<file path="config.mk">
export PLATFORM = sky130hd
export DESIGN_NAME = reliable_retransmit_table_unit_flat
export DESIGN_NICKNAME = d
export VERILOG_FILES = /design/src/sv/rrt_pkg.sv /design/src/sv/rrt_if.sv /design/src/sv/rrt_cell.sv /design/src/sv/reliable_retransmit_table_unit.sv /design/src/flat_wrapper.sv
export SDC_FILE = /design/constraint.sdc
export NUM_CORES = 2
export LEC_CHECK = 0
export BUFFER_PORTS_ARGS = -buffer_cell sky130_fd_sc_hd__buf_2
export CORE_UTILIZATION = 30
export CTS_BUF_LIST = sky130_fd_sc_hd__clkbuf_4 sky130_fd_sc_hd__clkbuf_8
export CTS_CLUSTER_SIZE = 16
export DETAILED_ROUTE_END_ITERATION = 7
export PLACE_DENSITY = 0.52
export SLEW_MARGIN = 0
export SYNTH_ARGS = -nofsm -noshare
export SYNTH_HDL_FRONTEND = slang
export SYNTH_SLANG_ARGS = --single-unit
export TNS_END_PERCENT = 5
</file>
<file path="constraint.sdc">
create_clock -name clk -period 19.1 [get_ports clk]
set_input_delay 2.865 -clock clk [delete_from_list [all_inputs] [get_ports clk]]
set_output_delay 2.865 -clock clk [all_outputs]
set_load 0.02 [all_outputs]
</file>
<file path="src/sv/rrt_pkg.sv">
// Types and constants shared by the retransmit table modules.
package rrt_pkg;

  // Input operation codes
  localparam logic [2:0] OP_REMEMBER    = 3'd0;
  localparam logic [2:0] OP_ACK         = 3'd1;
  localparam logic [2:0] OP_TICK        = 3'd2;
  localparam logic [2:0] OP_FORGET_PEER = 3'd3;
  localparam logic [2:0] OP_FORGET_ALL  = 3'd4;
  localparam logic [2:0] OP_DATA        = 3'd5;

  // Result kinds
  localparam logic [1:0] KIND_RESEND = 2'd0;
  localparam logic [1:0] KIND_ACK    = 2'd1;
  localparam logic [1:0] KIND_FULL   = 2'd2;

  // Configuration register indexes
  localparam logic [2:0] CFG_RESEND_RATE  = 3'd0;
  localparam logic [2:0] CFG_LONG_BASE    = 3'd1;
  localparam logic [2:0] CFG_CAP          = 3'd2;
  localparam logic [2:0] CFG_MAX_ATTEMPTS = 3'd3;
  localparam logic [2:0] CFG_SERVER_PRES  = 3'd4;
  localparam logic [2:0] CFG_SERVER_PEER  = 3'd5;

  typedef struct packed {
    logic        valid;
    logic [15:0] seq;
    logic [7:0]  peer;
    logic [7:0]  handle;
    logic [1:0]  cls;        // bit 0 long class, bit 1 join request
    logic [31:0] last_send;
    logic [3:0]  attempts;
  } entry_t;

  typedef enum logic [2:0] {
    CELL_HOLD,
    CELL_ROTATE,
    CELL_SQUEEZE,
    CELL_APPEND,
    CELL_CLEAR
  } cell_cmd_t;

  typedef struct packed {
    cell_cmd_t cmd;
    entry_t    wr;
  } cell_ctl_t;

  typedef struct packed {
    logic [1:0]  kind;
    logic [7:0]  peer;
    logic [15:0] seq;
    logic [7:0]  handle;
    logic        gave_up;
    logic        last;
  } result_t;

  typedef enum logic [1:0] {
    S_IDLE,
    S_CALC,
    S_EVAL,
    S_SQUEEZE
  } state_t;

endpackage

</file>
<file path="src/sv/rrt_if.sv">
// Valid/ready channel interfaces for table requests and results.
interface rrt_item_if;
  logic       valid;
  logic       ready;
  logic [2:0] op;
  logic [15:0] seq_id;
  logic [7:0] peer;
  logic [7:0] handle;
  logic       reliable;
  logic       already_sent;
  logic       write_error;
  logic       long_class;
  logic       join_request;

  modport source (output valid, op, seq_id, peer, handle, reliable, already_sent,
                  write_error, long_class, join_request, input ready);
  modport sink (input valid, op, seq_id, peer, handle, reliable, already_sent,
                write_error, long_class, join_request, output ready);
endinterface

interface rrt_result_if;
  logic        valid;
  logic        ready;
  logic [1:0]  kind;
  logic [7:0]  out_peer;
  logic [15:0] out_seq;
  logic [7:0]  out_handle;
  logic        gave_up;
  logic        last;

  modport source (output valid, kind, out_peer, out_seq, out_handle, gave_up, last,
                  input ready);
  modport sink (input valid, kind, out_peer, out_seq, out_handle, gave_up, last,
                output ready);
endinterface

</file>
<file path="src/sv/rrt_cell.sv">
// One table slot: holds an entry and moves it toward its left neighbor.
module rrt_cell (
  input  logic              clk,
  input  logic              rst,
  input  rrt_pkg::cell_ctl_t ctl,
  input  rrt_pkg::entry_t   right,
  input  logic              left_valid,
  input  logic              hole_in,
  output logic              hole_out,
  output rrt_pkg::entry_t   q
);
  import rrt_pkg::*;

  entry_t q_next;

  always_comb begin
    q_next = q;
    case (ctl.cmd)
      CELL_ROTATE: q_next = right;
      CELL_SQUEEZE: begin
        // close every gap at or left of this slot by one place
        if (hole_in || !q.valid) q_next = right;
      end
      CELL_APPEND: begin
        if (!q.valid && left_valid) q_next = ctl.wr;
      end
      CELL_CLEAR: q_next.valid = 1'b0;
      default: q_next = q;
    endcase
  end

  always_ff @(posedge clk) begin
    if (rst) begin
      q.valid <= 1'b0;
    end else begin
      q <= q_next;
    end
  end

  assign hole_out = hole_in || !q.valid;

endmodule

</file>
<file path="src/sv/reliable_retransmit_table_unit.sv">
// Top level of the reliable packet retransmit table.
// Retransmit table for unacknowledged reliable packets, kept in insertion order in a
// row of ENTRIES slots. Remember, forget-all and data-received items are handled in the
// idle state. Ack, tick and forget-peer (nonzero peer only) rotate the whole row once
// through slot 0, each slot in a timeout step, then a decision step; a compaction pass
// then closes the gaps left by removed entries. Resends leave in order; a stalled result
// channel holds the rotation. Configuration is written through cfg_we/cfg_index/cfg_data;
// the user writes it only while the table is idle, the block itself does not enforce this.
module reliable_retransmit_table_unit #(
  parameter int ENTRIES = 16
) (
  input  logic        clk,
  input  logic        rst,
  rrt_item_if.sink    items,
  rrt_result_if.source results,
  input  logic        cfg_we,
  input  logic [2:0]  cfg_index,
  input  logic [11:0] cfg_data
);
  import rrt_pkg::*;

  localparam int IDX_W = (ENTRIES > 1) ? $clog2(ENTRIES) : 1;
  localparam logic [IDX_W-1:0] LAST_IDX = IDX_W'(ENTRIES - 1);

  // configuration
  logic [7:0]  resend_rate;
  logic [7:0]  long_base;
  logic [11:0] cap;
  logic [3:0]  max_attempts;
  logic        server_present;
  logic [7:0]  server_peer;

  state_t state, state_next;
  logic [31:0] now;
  logic [IDX_W-1:0] cnt;
  logic [11:0] tmo;
  logic        found;
  logic [2:0]  op_r;
  logic [15:0] seq_r;
  logic [7:0]  peer_r;
  result_t     pend;
  logic        pend_valid;
  result_t     out_q;
  logic        out_valid;

  cell_ctl_t ctl;
  entry_t    tail;
  entry_t    cq [ENTRIES];
  logic      hole [ENTRIES];
  logic [ENTRIES-1:0] gap_bits;

  genvar g;
  generate
    for (g = 0; g < ENTRIES; g++) begin : g_cell
      entry_t r_in;
      logic   lv;
      logic   hin;
      if (g == ENTRIES - 1) begin : g_end
        assign r_in = tail;
      end else begin : g_mid
        assign r_in = cq[g+1];
      end
      if (g == 0) begin : g_head
        assign lv  = 1'b1;
        assign hin = 1'b0;
      end else begin : g_body
        assign lv  = cq[g-1].valid;
        assign hin = hole[g-1];
      end
      assign gap_bits[g] = hin && cq[g].valid;
      rrt_cell u_cell (
        .clk        (clk),
        .rst        (rst),
        .ctl        (ctl),
        .right      (r_in),
        .left_valid (lv),
        .hole_in    (hin),
        .hole_out   (hole[g]),
        .q          (cq[g])
      );
    end
  endgenerate

  logic acc, out_free, compact, full;
  logic [31:0] diff;
  logic due, gave, stall, eval_go, drop;
  logic [3:0]  att1;
  logic [11:0] prod;
  logic [12:0] lng, t13;
  logic [11:0] tmo_calc;
  entry_t      head, proc;
  result_t     r_new;
  logic        out_load;
  result_t     out_d;
  logic        push_pend;

  assign head     = cq[0];
  assign out_free = !out_valid || results.ready;
  assign items.ready = (state == S_IDLE) && out_free;
  assign acc      = items.valid && items.ready;
  assign compact  = !(|gap_bits);
  assign full     = cq[ENTRIES-1].valid;

  assign prod = {8'b0, head.attempts} * {4'b0, resend_rate};
  assign lng  = {5'b0, long_base} + {prod, 1'b0};
  assign t13  = head.cls[0] ? lng : {1'b0, prod};
  assign tmo_calc = (t13 > {1'b0, cap}) ? cap : t13[11:0];

  assign diff  = now - head.last_send;
  assign due   = (op_r == OP_TICK) && head.valid && (diff > {20'b0, tmo});
  assign att1  = head.attempts + 4'd1;
  assign gave  = att1 >= max_attempts;
  assign stall = due && pend_valid && !out_free;
  assign eval_go = !stall;
  assign drop  = ((op_r == OP_ACK) && head.valid && (head.seq == seq_r) && !found) ||
                 ((op_r == OP_FORGET_PEER) && head.valid && (head.peer == peer_r));

  always_comb begin
    proc = head;
    if (due) begin
      if (head.cls[1] && server_present) proc.peer = server_peer;
      proc.last_send = now;
      proc.attempts  = att1;
      proc.valid     = !gave;
    end
    if (drop) proc.valid = 1'b0;
  end

  always_comb begin
    r_new.kind    = KIND_RESEND;
    r_new.peer    = proc.peer;
    r_new.seq     = head.seq;
    r_new.handle  = head.handle;
    r_new.gave_up = gave;
    r_new.last    = 1'b0;
  end

  // next state
  always_comb begin
    state_next = state;
    unique case (state)
      S_IDLE: begin
        if (acc) begin
          unique case (items.op) inside
            OP_ACK, OP_TICK: state_next = S_CALC;
            OP_FORGET_PEER: if (items.peer != 8'd0) state_next = S_CALC;
            default: state_next = S_IDLE;
          endcase
        end
      end
      S_CALC: state_next = S_EVAL;
      S_EVAL: begin
        if (eval_go) state_next = (cnt == LAST_IDX) ? S_SQUEEZE : S_CALC;
      end
      S_SQUEEZE: begin
        if (compact && (!pend_valid || out_free)) state_next = S_IDLE;
      end
      default: state_next = S_IDLE;
    endcase
  end

  // outputs to cells and result register
  always_comb begin
    ctl.cmd = CELL_HOLD;
    ctl.wr.valid     = 1'b1;
    ctl.wr.seq       = items.seq_id;
    ctl.wr.peer      = items.peer;
    ctl.wr.handle    = items.handle;
    ctl.wr.cls       = {items.join_request, items.long_class};
    ctl.wr.last_send = now;
    ctl.wr.attempts  = 4'd1;
    tail       = proc;
    tail.valid = 1'b0;
    out_load   = 1'b0;
    out_d      = pend;
    push_pend  = 1'b0;
    unique case (state)
      S_IDLE: begin
        if (acc) begin
          out_d.peer    = items.peer;
          out_d.seq     = items.seq_id;
          out_d.handle  = items.handle;
          out_d.gave_up = 1'b0;
          out_d.last    = 1'b1;
          out_d.kind    = KIND_FULL;
          if (items.op == OP_REMEMBER && items.reliable && !items.already_sent &&
              !items.write_error) begin
            if (full) out_load = 1'b1;
            else ctl.cmd = CELL_APPEND;
          end else if (items.op == OP_FORGET_ALL) begin
            ctl.cmd = CELL_CLEAR;
          end else if (items.op == OP_DATA && items.seq_id != 16'd0) begin
            out_d.kind   = KIND_ACK;
            out_d.peer   = 8'd0;
            out_d.handle = 8'd0;
            out_load     = 1'b1;
          end
        end
      end
      S_EVAL: begin
        if (eval_go) begin
          ctl.cmd = CELL_ROTATE;
          tail    = proc;
          if (due && pend_valid) begin
            out_load  = 1'b1;
            push_pend = 1'b1;
          end
        end
      end
      S_SQUEEZE: begin
        ctl.cmd = CELL_SQUEEZE;
        if (pend_valid && out_free) begin
          out_d.last = 1'b1;
          out_load   = 1'b1;
          push_pend  = 1'b1;
        end
      end
      default: ctl.cmd = CELL_HOLD;
    endcase
  end

  always_ff @(posedge clk) begin
    if (rst) begin
      state          <= S_IDLE;
      now            <= 32'd0;
      out_valid      <= 1'b0;
      pend_valid     <= 1'b0;
      resend_rate    <= 8'd7;
      long_base      <= 8'd20;
      cap            <= 12'd500;
      max_attempts   <= 4'd15;
      server_present <= 1'b0;
      server_peer    <= 8'd0;
    end else begin
      state <= state_next;
      if (cfg_we) begin
        unique case (cfg_index)
          CFG_RESEND_RATE:  resend_rate    <= cfg_data[7:0];
          CFG_LONG_BASE:    long_base      <= cfg_data[7:0];
          CFG_CAP:          cap            <= cfg_data;
          CFG_MAX_ATTEMPTS: max_attempts   <= cfg_data[3:0];
          CFG_SERVER_PRES:  server_present <= cfg_data[0];
          CFG_SERVER_PEER:  server_peer    <= cfg_data[7:0];
          default: ;
        endcase
      end
      if (acc && items.op == OP_TICK) now <= now + 32'd1;
      if (out_load) out_valid <= 1'b1;
      else if (results.ready) out_valid <= 1'b0;
      if (state == S_EVAL && eval_go && due) pend_valid <= 1'b1;
      else if (push_pend) pend_valid <= 1'b0;
    end
  end

  always_ff @(posedge clk) begin
    if (acc) begin
      op_r   <= items.op;
      seq_r  <= items.seq_id;
      peer_r <= items.peer;
      cnt    <= '0;
      found  <= 1'b0;
    end
    if (state == S_CALC) tmo <= tmo_calc;
    if (state == S_EVAL && eval_go) begin
      cnt <= cnt + 1'b1;
      if (drop) found <= 1'b1;
      if (due) pend <= r_new;
    end
    if (out_load) out_q <= out_d;
  end

  assign results.valid      = out_valid;
  assign results.kind       = out_q.kind;
  assign results.out_peer   = out_q.peer;
  assign results.out_seq    = out_q.seq;
  assign results.out_handle = out_q.handle;
  assign results.gave_up    = out_q.gave_up;
  assign results.last       = out_q.last;

`ifndef SYNTHESIS
  a_idle_compact: assert property (@(posedge clk) disable iff (rst)
    state == S_IDLE |-> compact) else $error("table not compact when idle");
  a_idle_no_pend: assert property (@(posedge clk) disable iff (rst)
    state == S_IDLE |-> !pend_valid) else $error("pending resend left behind");
  a_clear_all: assert property (@(posedge clk) disable iff (rst)
    (acc && items.op == OP_FORGET_ALL) |=> !cq[0].valid)
    else $error("forget-all left an entry");
  a_no_overrun: assert property (@(posedge clk) disable iff (rst)
    (out_valid && !results.ready) |-> !out_load) else $error("result overwritten");
`endif

endmodule
</file>
<file path="src/flat_wrapper.sv">
// flat-port wrapper written by rule: the top's interface ports become plain ports
module reliable_retransmit_table_unit_flat import rrt_pkg::*;
#(
  parameter int ENTRIES = 16
)
  (clk, rst, cfg_we, cfg_index, cfg_data, items_valid, items_op, items_seq_id, items_peer, items_handle, items_reliable, items_already_sent, items_write_error, items_long_class, items_join_request, items_ready, results_valid, results_kind, results_out_peer, results_out_seq, results_out_handle, results_gave_up, results_last, results_ready);
  rrt_item_if items_i ();
  rrt_result_if results_i ();
  input  logic clk;
  input  logic rst;
  input  logic cfg_we;
  input  logic [2:0] cfg_index;
  input  logic [11:0] cfg_data;
  input wire logic [$bits(items_i.valid)-1:0] items_valid;
  input wire logic [$bits(items_i.op)-1:0] items_op;
  input wire logic [$bits(items_i.seq_id)-1:0] items_seq_id;
  input wire logic [$bits(items_i.peer)-1:0] items_peer;
  input wire logic [$bits(items_i.handle)-1:0] items_handle;
  input wire logic [$bits(items_i.reliable)-1:0] items_reliable;
  input wire logic [$bits(items_i.already_sent)-1:0] items_already_sent;
  input wire logic [$bits(items_i.write_error)-1:0] items_write_error;
  input wire logic [$bits(items_i.long_class)-1:0] items_long_class;
  input wire logic [$bits(items_i.join_request)-1:0] items_join_request;
  output wire logic [$bits(items_i.ready)-1:0] items_ready;
  output wire logic [$bits(results_i.valid)-1:0] results_valid;
  output wire logic [$bits(results_i.kind)-1:0] results_kind;
  output wire logic [$bits(results_i.out_peer)-1:0] results_out_peer;
  output wire logic [$bits(results_i.out_seq)-1:0] results_out_seq;
  output wire logic [$bits(results_i.out_handle)-1:0] results_out_handle;
  output wire logic [$bits(results_i.gave_up)-1:0] results_gave_up;
  output wire logic [$bits(results_i.last)-1:0] results_last;
  input wire logic [$bits(results_i.ready)-1:0] results_ready;
  assign items_i.valid = items_valid;
  assign items_i.op = items_op;
  assign items_i.seq_id = items_seq_id;
  assign items_i.peer = items_peer;
  assign items_i.handle = items_handle;
  assign items_i.reliable = items_reliable;
  assign items_i.already_sent = items_already_sent;
  assign items_i.write_error = items_write_error;
  assign items_i.long_class = items_long_class;
  assign items_i.join_request = items_join_request;
  assign items_ready = items_i.ready;
  assign results_valid = results_i.valid;
  assign results_kind = results_i.kind;
  assign results_out_peer = results_i.out_peer;
  assign results_out_seq = results_i.out_seq;
  assign results_out_handle = results_i.out_handle;
  assign results_gave_up = results_i.gave_up;
  assign results_last = results_i.last;
  assign results_i.ready = results_ready;
  reliable_retransmit_table_unit #(.ENTRIES(ENTRIES)) u_core (.clk(clk), .rst(rst), .items(items_i), .results(results_i), .cfg_we(cfg_we), .cfg_index(cfg_index), .cfg_data(cfg_data));
endmodule
</file>
## After elaboration in Yosys (flattened, before gate mapping)

Cells that the tools add are included.

- Add/subtract/negate cells: 5
- $mul: 1
- Magnitude comparators: 3
- Equal/unequal tests: 59
- Multiplexer cells: 114
- Bitwise logic cells: 3
- Reduce and logical (&&, ||, !) cells: 147

Operator list:

| kind | number |
|---|---|
| $pmux 70 s3 | 16 |
| $mux 71 | 33 |
| $mux 70 | 1 |
| $reduce_and 4->1 | 17 |
| $pmux 1 s4 | 16 |
| $logic_and 1x1->1 | 51 |
| $reduce_and 3->1 | 15 |
| $mux 8 | 5 |
| $ne 2x2->1 const B | 19 |
| $mux 36 | 1 |
| $mux 34 | 1 |
| $mux 33 | 1 |
| $add 32x1->32 const B | 1 |
| $gt 32x12->1 | 1 |
| $ne 2x1->1 const B | 16 |
| $sub 32x32->32 | 1 |
| $mux 10 | 3 |
| $logic_not 1->1 | 25 |
| $eq 3x2->1 const B | 8 |
| $logic_or 1x1->1 | 18 |
| $mux 1 | 18 |
| $eq 16x16->1 | 1 |
| $reduce_and 2->1 | 8 |
| $reduce_bool 16->1 | 1 |
| other kinds (32) | 55 |

- Register bits after elaboration: 1326
- Input port bits: 60
- Output and inout port bits: 38
- Word-level logic and storage cells: 471

## Logic depth before layout (Yosys ltp)

- Depth after elaboration: 21
- Depth in mapped cells: 27

## Modules after synthesis

From an unflattened synthesis, not the netlist that was laid out.

- Cells, all modules: 4026
- Area total of the unflattened synthesis: 67277.0 µm²

Modules (own cells, without submodules):

| module | times used | cells each | area an instance (µm²) | sequential area each (µm²) |
|---|---|---|---|---|
| rrt_cell | 16 | 168 | 3444.6 | 2122.0 |
| reliable_retransmit_table_unit | 1 | 1338 | 12164.2 | 4924.7 |

## Worst setup path after synthesis

Ideal clock, no wire load.

- Kind: input port to flip-flop
- Start point: in results_ready
- End point: reg u_core.g_cell[4].u_cell.q[0] (netlist name), enable pin
- Setup time: 0.521 ns
- Arrival: 8.487 ns
- Path slack: 10.091 ns
- Stages on the path: 13
- Buffers on the path: 3
- Cells stage by stage: nand2b_1 and2_1 nand2_1 nor4b_1 nor2_1 o211ai_1 or4_4 a21o_1 buf_2 buf_2 clkbuf_1 o21ai_0 a21oi_1

- Cells in the longest elaborated chain, start to end: 8
- Elaborated cells between the ends (all ways): 15
- Classes of those cells: eq/ne: 5; mux: 3; reduce/logical: 7

Ends and longest elaborated chain:

| what | RTL line | source |
|---|---|---|
| start, declared | flat_wrapper.sv:32 | `input wire logic [$bits(results_i.ready)-1:0] results_ready;` |
| $logic_or 1x1->1 * | reliable_retransmit_table_unit.sv:98 | `assign out_free = !out_valid \|\| results.ready;` |
| $logic_and 1x1->1 * | reliable_retransmit_table_unit.sv:99 | `assign items.ready = (state == S_IDLE) && out_free;` |
| net items_ready | flat_wrapper.sv:24 | `output wire logic [$bits(items_i.ready)-1:0] items_ready;` |
| $logic_and 1x1->1 * | reliable_retransmit_table_unit.sv:100 | `assign acc = items.valid && items.ready;` |
| $mux 3 * | reliable_retransmit_table_unit.sv:179 | `if (acc) begin` |
| $pmux 3 s3 * | reliable_retransmit_table_unit.sv:177 | `unique case (state)` |
| $eq 3x2->1 or $eq 3x1->1 (tied branches) | rrt_cell.sv:18 | `case (ctl.cmd)` |
| $ne 2x1->1 (no line) (tied with other cells) | - |  |
| $reduce_and 4->1 (no line) * | - |  |
| end signal, assigned | rrt_cell.sv:36 | `q <= q_next;` |
| end, declared | rrt_cell.sv:10 | `output rrt_pkg::entry_t q` |

The timed path passes the listed nets; every way through them passes the cells marked *.
A chain may end at the register's enable or synchronous reset.

## Final worst setup path

- Start point: in results_ready
- End point: reg u_core.g_cell[11].u_cell.q[34] (netlist name), enable pin

- Cells in the longest elaborated chain, start to end: 8
- Elaborated cells between the ends (all ways): 15
- Classes of those cells: eq/ne: 5; mux: 3; reduce/logical: 7

Ends and longest elaborated chain:

| what | RTL line |
|---|---|
| $logic_or 1x1->1 * | reliable_retransmit_table_unit.sv:98 |
| $logic_not 1->1 or $logic_and 1x1->1 (tied branches) | reliable_retransmit_table_unit.sv:113, reliable_retransmit_table_unit.sv:99 |
| $logic_and 1x1->1, on equally long branches | reliable_retransmit_table_unit.sv:113, reliable_retransmit_table_unit.sv:100 |
| $mux 1 or $mux 3 (tied branches) | reliable_retransmit_table_unit.sv:201, reliable_retransmit_table_unit.sv:179 |
| $pmux 3 s3 * | reliable_retransmit_table_unit.sv:177 |
| $eq 3x2->1 or $eq 3x1->1 (tied branches) | rrt_cell.sv:18 |
| $ne 2x1->1 (no line) (tied with other cells) | - |
| $reduce_and 4->1 (no line) * | - |
| end signal, assigned | rrt_cell.sv:36 |
| end, declared | rrt_cell.sv:10 |

Every way passes the cells marked *; elsewhere a longest branch is shown, timed or not.

==> results.py <==
metrics = {
    "status": {
        "status": "finished, violations left",
        "violations": "DRC",
    },
    "logic_synthesis": {
        "ys_warn_count": 0,
        "yosysTopAreaCell": "edfxtp_1",
        "seq_area_frac_synth_pct": 68.6,
        "synth_top_cell_area_share_pct": 65.3,
        "synth_cell_types": 82,
        "ys_seq_elements": 1326,
        "synth_async_sr_flop_share_pct": 0,
        "syn_inst": 5032,
        "synth_commonest_cells": "nand2_1, edfxtp_1, buf_2",
        "synthFlopType": "edfxtp_1",
        "avgSynthCellArea_sq_um": 11.3,
        "syn_nets": 5197,
        "netlist_area_sq_um": 56700,
        "synth_edf_count": 1232,
        "ys_top_cells_by_area": "edfxtp_1, nand2_1, dfxtp_1",
        "yosysMostFrequentCell": "nand2_1",
    },
    "worst_hold_path": {
        "hp-class": "flop to flop",
    },
    "sta": {
        "max_slew_margin_pct": 14.0,
        "clock.fmax_ghz": 0.118,
        "setup_viol": 0,
        "rsz0062_at_grt": "false",
        "setup_ws_ns": 10.59,
        "drv_slew": 0,
        "worst_slew_pin_slew_ns": 1.29,
        "hold_viol": 0,
        "fin_tns_setup_ns": 0,
        "period_minus_slack_ns": 8.51,
        "period_share_pct": 44.5,
        "clock_skew_ns": 0.0593,
    },
    "global_route": {
        "grt_usage_pct": 15.2,
        "gr-total-overflow": 0,
        "antenna_found_initial": 6,
        "grt_max_degree": 242,
        "grt_pass1_vias": 35632,
        "grt_pass1_wl_um": 223000,
    },
    "final_layout": {
        "finish.net_count": 5306,
        "area_growth_pct": 13.1,
        "post-route-util_pct": 34.1,
        "drive_above_1_share_pct": 11.0,
        "fillCellCount": 18949,
    },
    "critical_path": {
        "cp-start-kind": "input port",
        "endpoint_kind": "flop",
        "path_common_cell": "buf_4",
        "cp.arrival_ns": 9.08,
        "slowest_stage": "buf_4",
        "crit_type": "input port to flop",
        "path_cells": "buf_2, nand2b_1, and2_1, nand2_2, buf_4, nor4b_1, nor2_1, o211ai_1, or4_4, a21o_4, buf_4, buf_4, a22oi_1, nor2_4, buf_4",
        "worstPathMaxFanout": 89,
        "crit_path_max_incr_delay_ns": 0.91,
        "worstPathRequired_ns": 19.67,
    },
    "clock_network": {
        "path_clk_slew_ns": 0.06,
        "cts-htree-levels": 4,
        "clockRootBuffer": "clkbuf_8",
        "cts_hold_buf": 0,
        "insertion_delay_ns": 0.99,
        "cts_setup_buffers": 0,
        "cts.repair.resized": 0,
        "cts.sinks": 1326,
        "numCtsBuffers": 218,
        "cts_buffer_depth": 3,
        "cts_tree": "done",
    },
    "place": {
        "place_congestion": 0.819,
        "dp_slack_ns": 9.59,
        "dp_hpwl_um": 86500,
        "io_buffers": 97,
    },
    "routing": {
        "antenna_left": 0,
        "drc": 48,
        "wl_um": 148000,
        "vias_per_cell": 4.69,
        "routedWlPerCell_um": 18.9,
        "drt_pass1_iterations": 8,
        "via_count": 36656,
        "drt_iter0_drc": 3325,
    },
    "floorplanning": {
        "dieWidth_um": 437,
        "row_count": 159,
        "die_y_um": 437,
        "ioPinCount": 98,
        "die_area_sq_um": 191000,
        "initial_core_util_pct": 30.2,
        "core_sq_um": 188000,
    },
    "run": {
        "cap_violations": 0,
    },
    "pwr": {
        "leakagePower_nw": 27.1,
        "power_density_nw_per_um2": 109,
        "ir_drop_mv": 0.0753,
    },
}
[flip-flops by register name, indices dropped and copies added (netlist names), 3 cells and up]
signal / count
u_core.peer_r: 8
u_core.seq_r: 16
u_core.server_peer: 8
u_core.results.out_handle: 8
u_core.now: 32
u_core.results.out_seq: 16
u_core.pend: 33
u_core.cap: 12
u_core.tmo: 12
u_core.cnt: 4
u_core.max_attempts: 4
u_core.resend_rate: 8
u_core.results.out_peer: 8
u_core.op_r: 3
u_core.g_cell.u_cell.q: 1136
u_core.long_base: 8
[cells by family (layout without fill, tap and decap cells)]
family | count (synthesis) | in the layout | synth area share, %
other cells | 0 | 2 | 0
simple gates | 2720 | 2720 | 19.3
buf+inv | 370 | 656 | 2.84
compound gates | 354 | 354 | 4.08
fa+ha+maj | 105 | 105 | 2.50
flops | 1326 | 1326 | 68.6
mux | 60 | 60 | 1.18
xor+xnor | 97 | 97 | 1.50
[final timing paths]
check / start / endpoint / slack, ns / cells after the start
setup / recovery: results_ready / u_core.g_cell[11].u_cell.q[34]$_DFFE_PP_ / 10.59 / 15
hold / removal: u_core.g_cell[9].u_cell.q[0]$_SDFFCE_PN1P_ / u_core.g_cell[8].u_cell.q[0]$_SDFFCE_PN1P_ / 0.48 / 1
setup reg to reg: u_core.now[0]$_SDFFE_PP0P_ / u_core.g_cell[11].u_cell.q[34]$_DFFE_PP_ / 10.76 / 24
hold reg to reg: u_core.g_cell[9].u_cell.q[0]$_SDFFCE_PN1P_ / u_core.g_cell[8].u_cell.q[0]$_SDFFCE_PN1P_ / 0.48 / 1
[layer usage]
layer  routed length, um  vias up  GRT usage [%]
met5                   0        -              0
met4                4250        0           4.84
met3                7870      266           3.06
met2               67000      956           23.6
met1               68700    18171           21.1
li1                    -    17263              -
[layout make-up]
type | instances | area, sq um | share of cell area (%)
inverters | 112 | 420 | 0.656
diodes | 2 | 5.00 | 0.00781
clock inverters | 93 | 742 | 1.16
well taps | 2495 | 3120 | 4.87
clock buffers | 304 | 3690 | 5.76
repair buffers | 147 | 876 | 1.37
multi-input cells | 3336 | 16400 | 25.5
flip-flops and latches | 1326 | 38900 | 60.6
[through the flow]
| step | hold slack (ns) | power [W] | area (sq um) | std cells |
|---|---|---|---|---|
| after floorplan | 0.426 | 0.00420 | 56700 | 5032 |
| after global placement | 0.464 | 0.00449 | 59700 | 7416 |
| after detailed placement | 0.449 | 0.00450 | 59700 | 7416 |
| after CTS | 0.462 | 0.00706 | 64100 | 7813 |
| after global routing | 0.496 | 0.00728 | 64100 | 7814 |
| final | 0.478 | 0.00697 | 64100 | 7815 |
[worst max-delay path: cells and delay by family]
family,cells,cell delay (ns)
buf+inv,5,2.92
simple gates,7,2.19
compound gates,3,0.90
[layout by cell type, fill, tap and decap left out, types with 9 or more instances in the layout]
master / instances
clkinv_2: 22
and2_1: 73
a21oi_1: 81
buf_2: 96
ha_1: 91
inv_1: 111
mux2_2: 24
nand3_1: 37
edfxtp_1: 1232
o21ai_0: 92
dfxtp_1: 94
nand2b_1: 31
nor2_4: 12
buf_4: 50
fa_1: 14
nand4_1: 20
o211ai_1: 14
mux2i_1: 28
clkbuf_8: 225
and4_1: 9
nor4_1: 13
clkinv_1: 50
xnor2_1: 47
nor2_1: 106
clkbuf_4: 79
nor3_1: 16
nand2_1: 2334
a21o_1: 30
o21a_1: 18
xor2_1: 50
o21bai_1: 10
and3_1: 13
a211oi_1: 14
[power by group]
group	leakage (nW)	total, W	switching (W)	internal (W)
Clock	2.34	0.00254	0.00120	0.00133
Sequential	11.9	0.00364	0.000101	0.00354
Combinational	12.8	0.000797	0.000559	0.000237
Total	27.1	0.00697	0.00186	0.00511
Power figures use the tool's default switching activity.
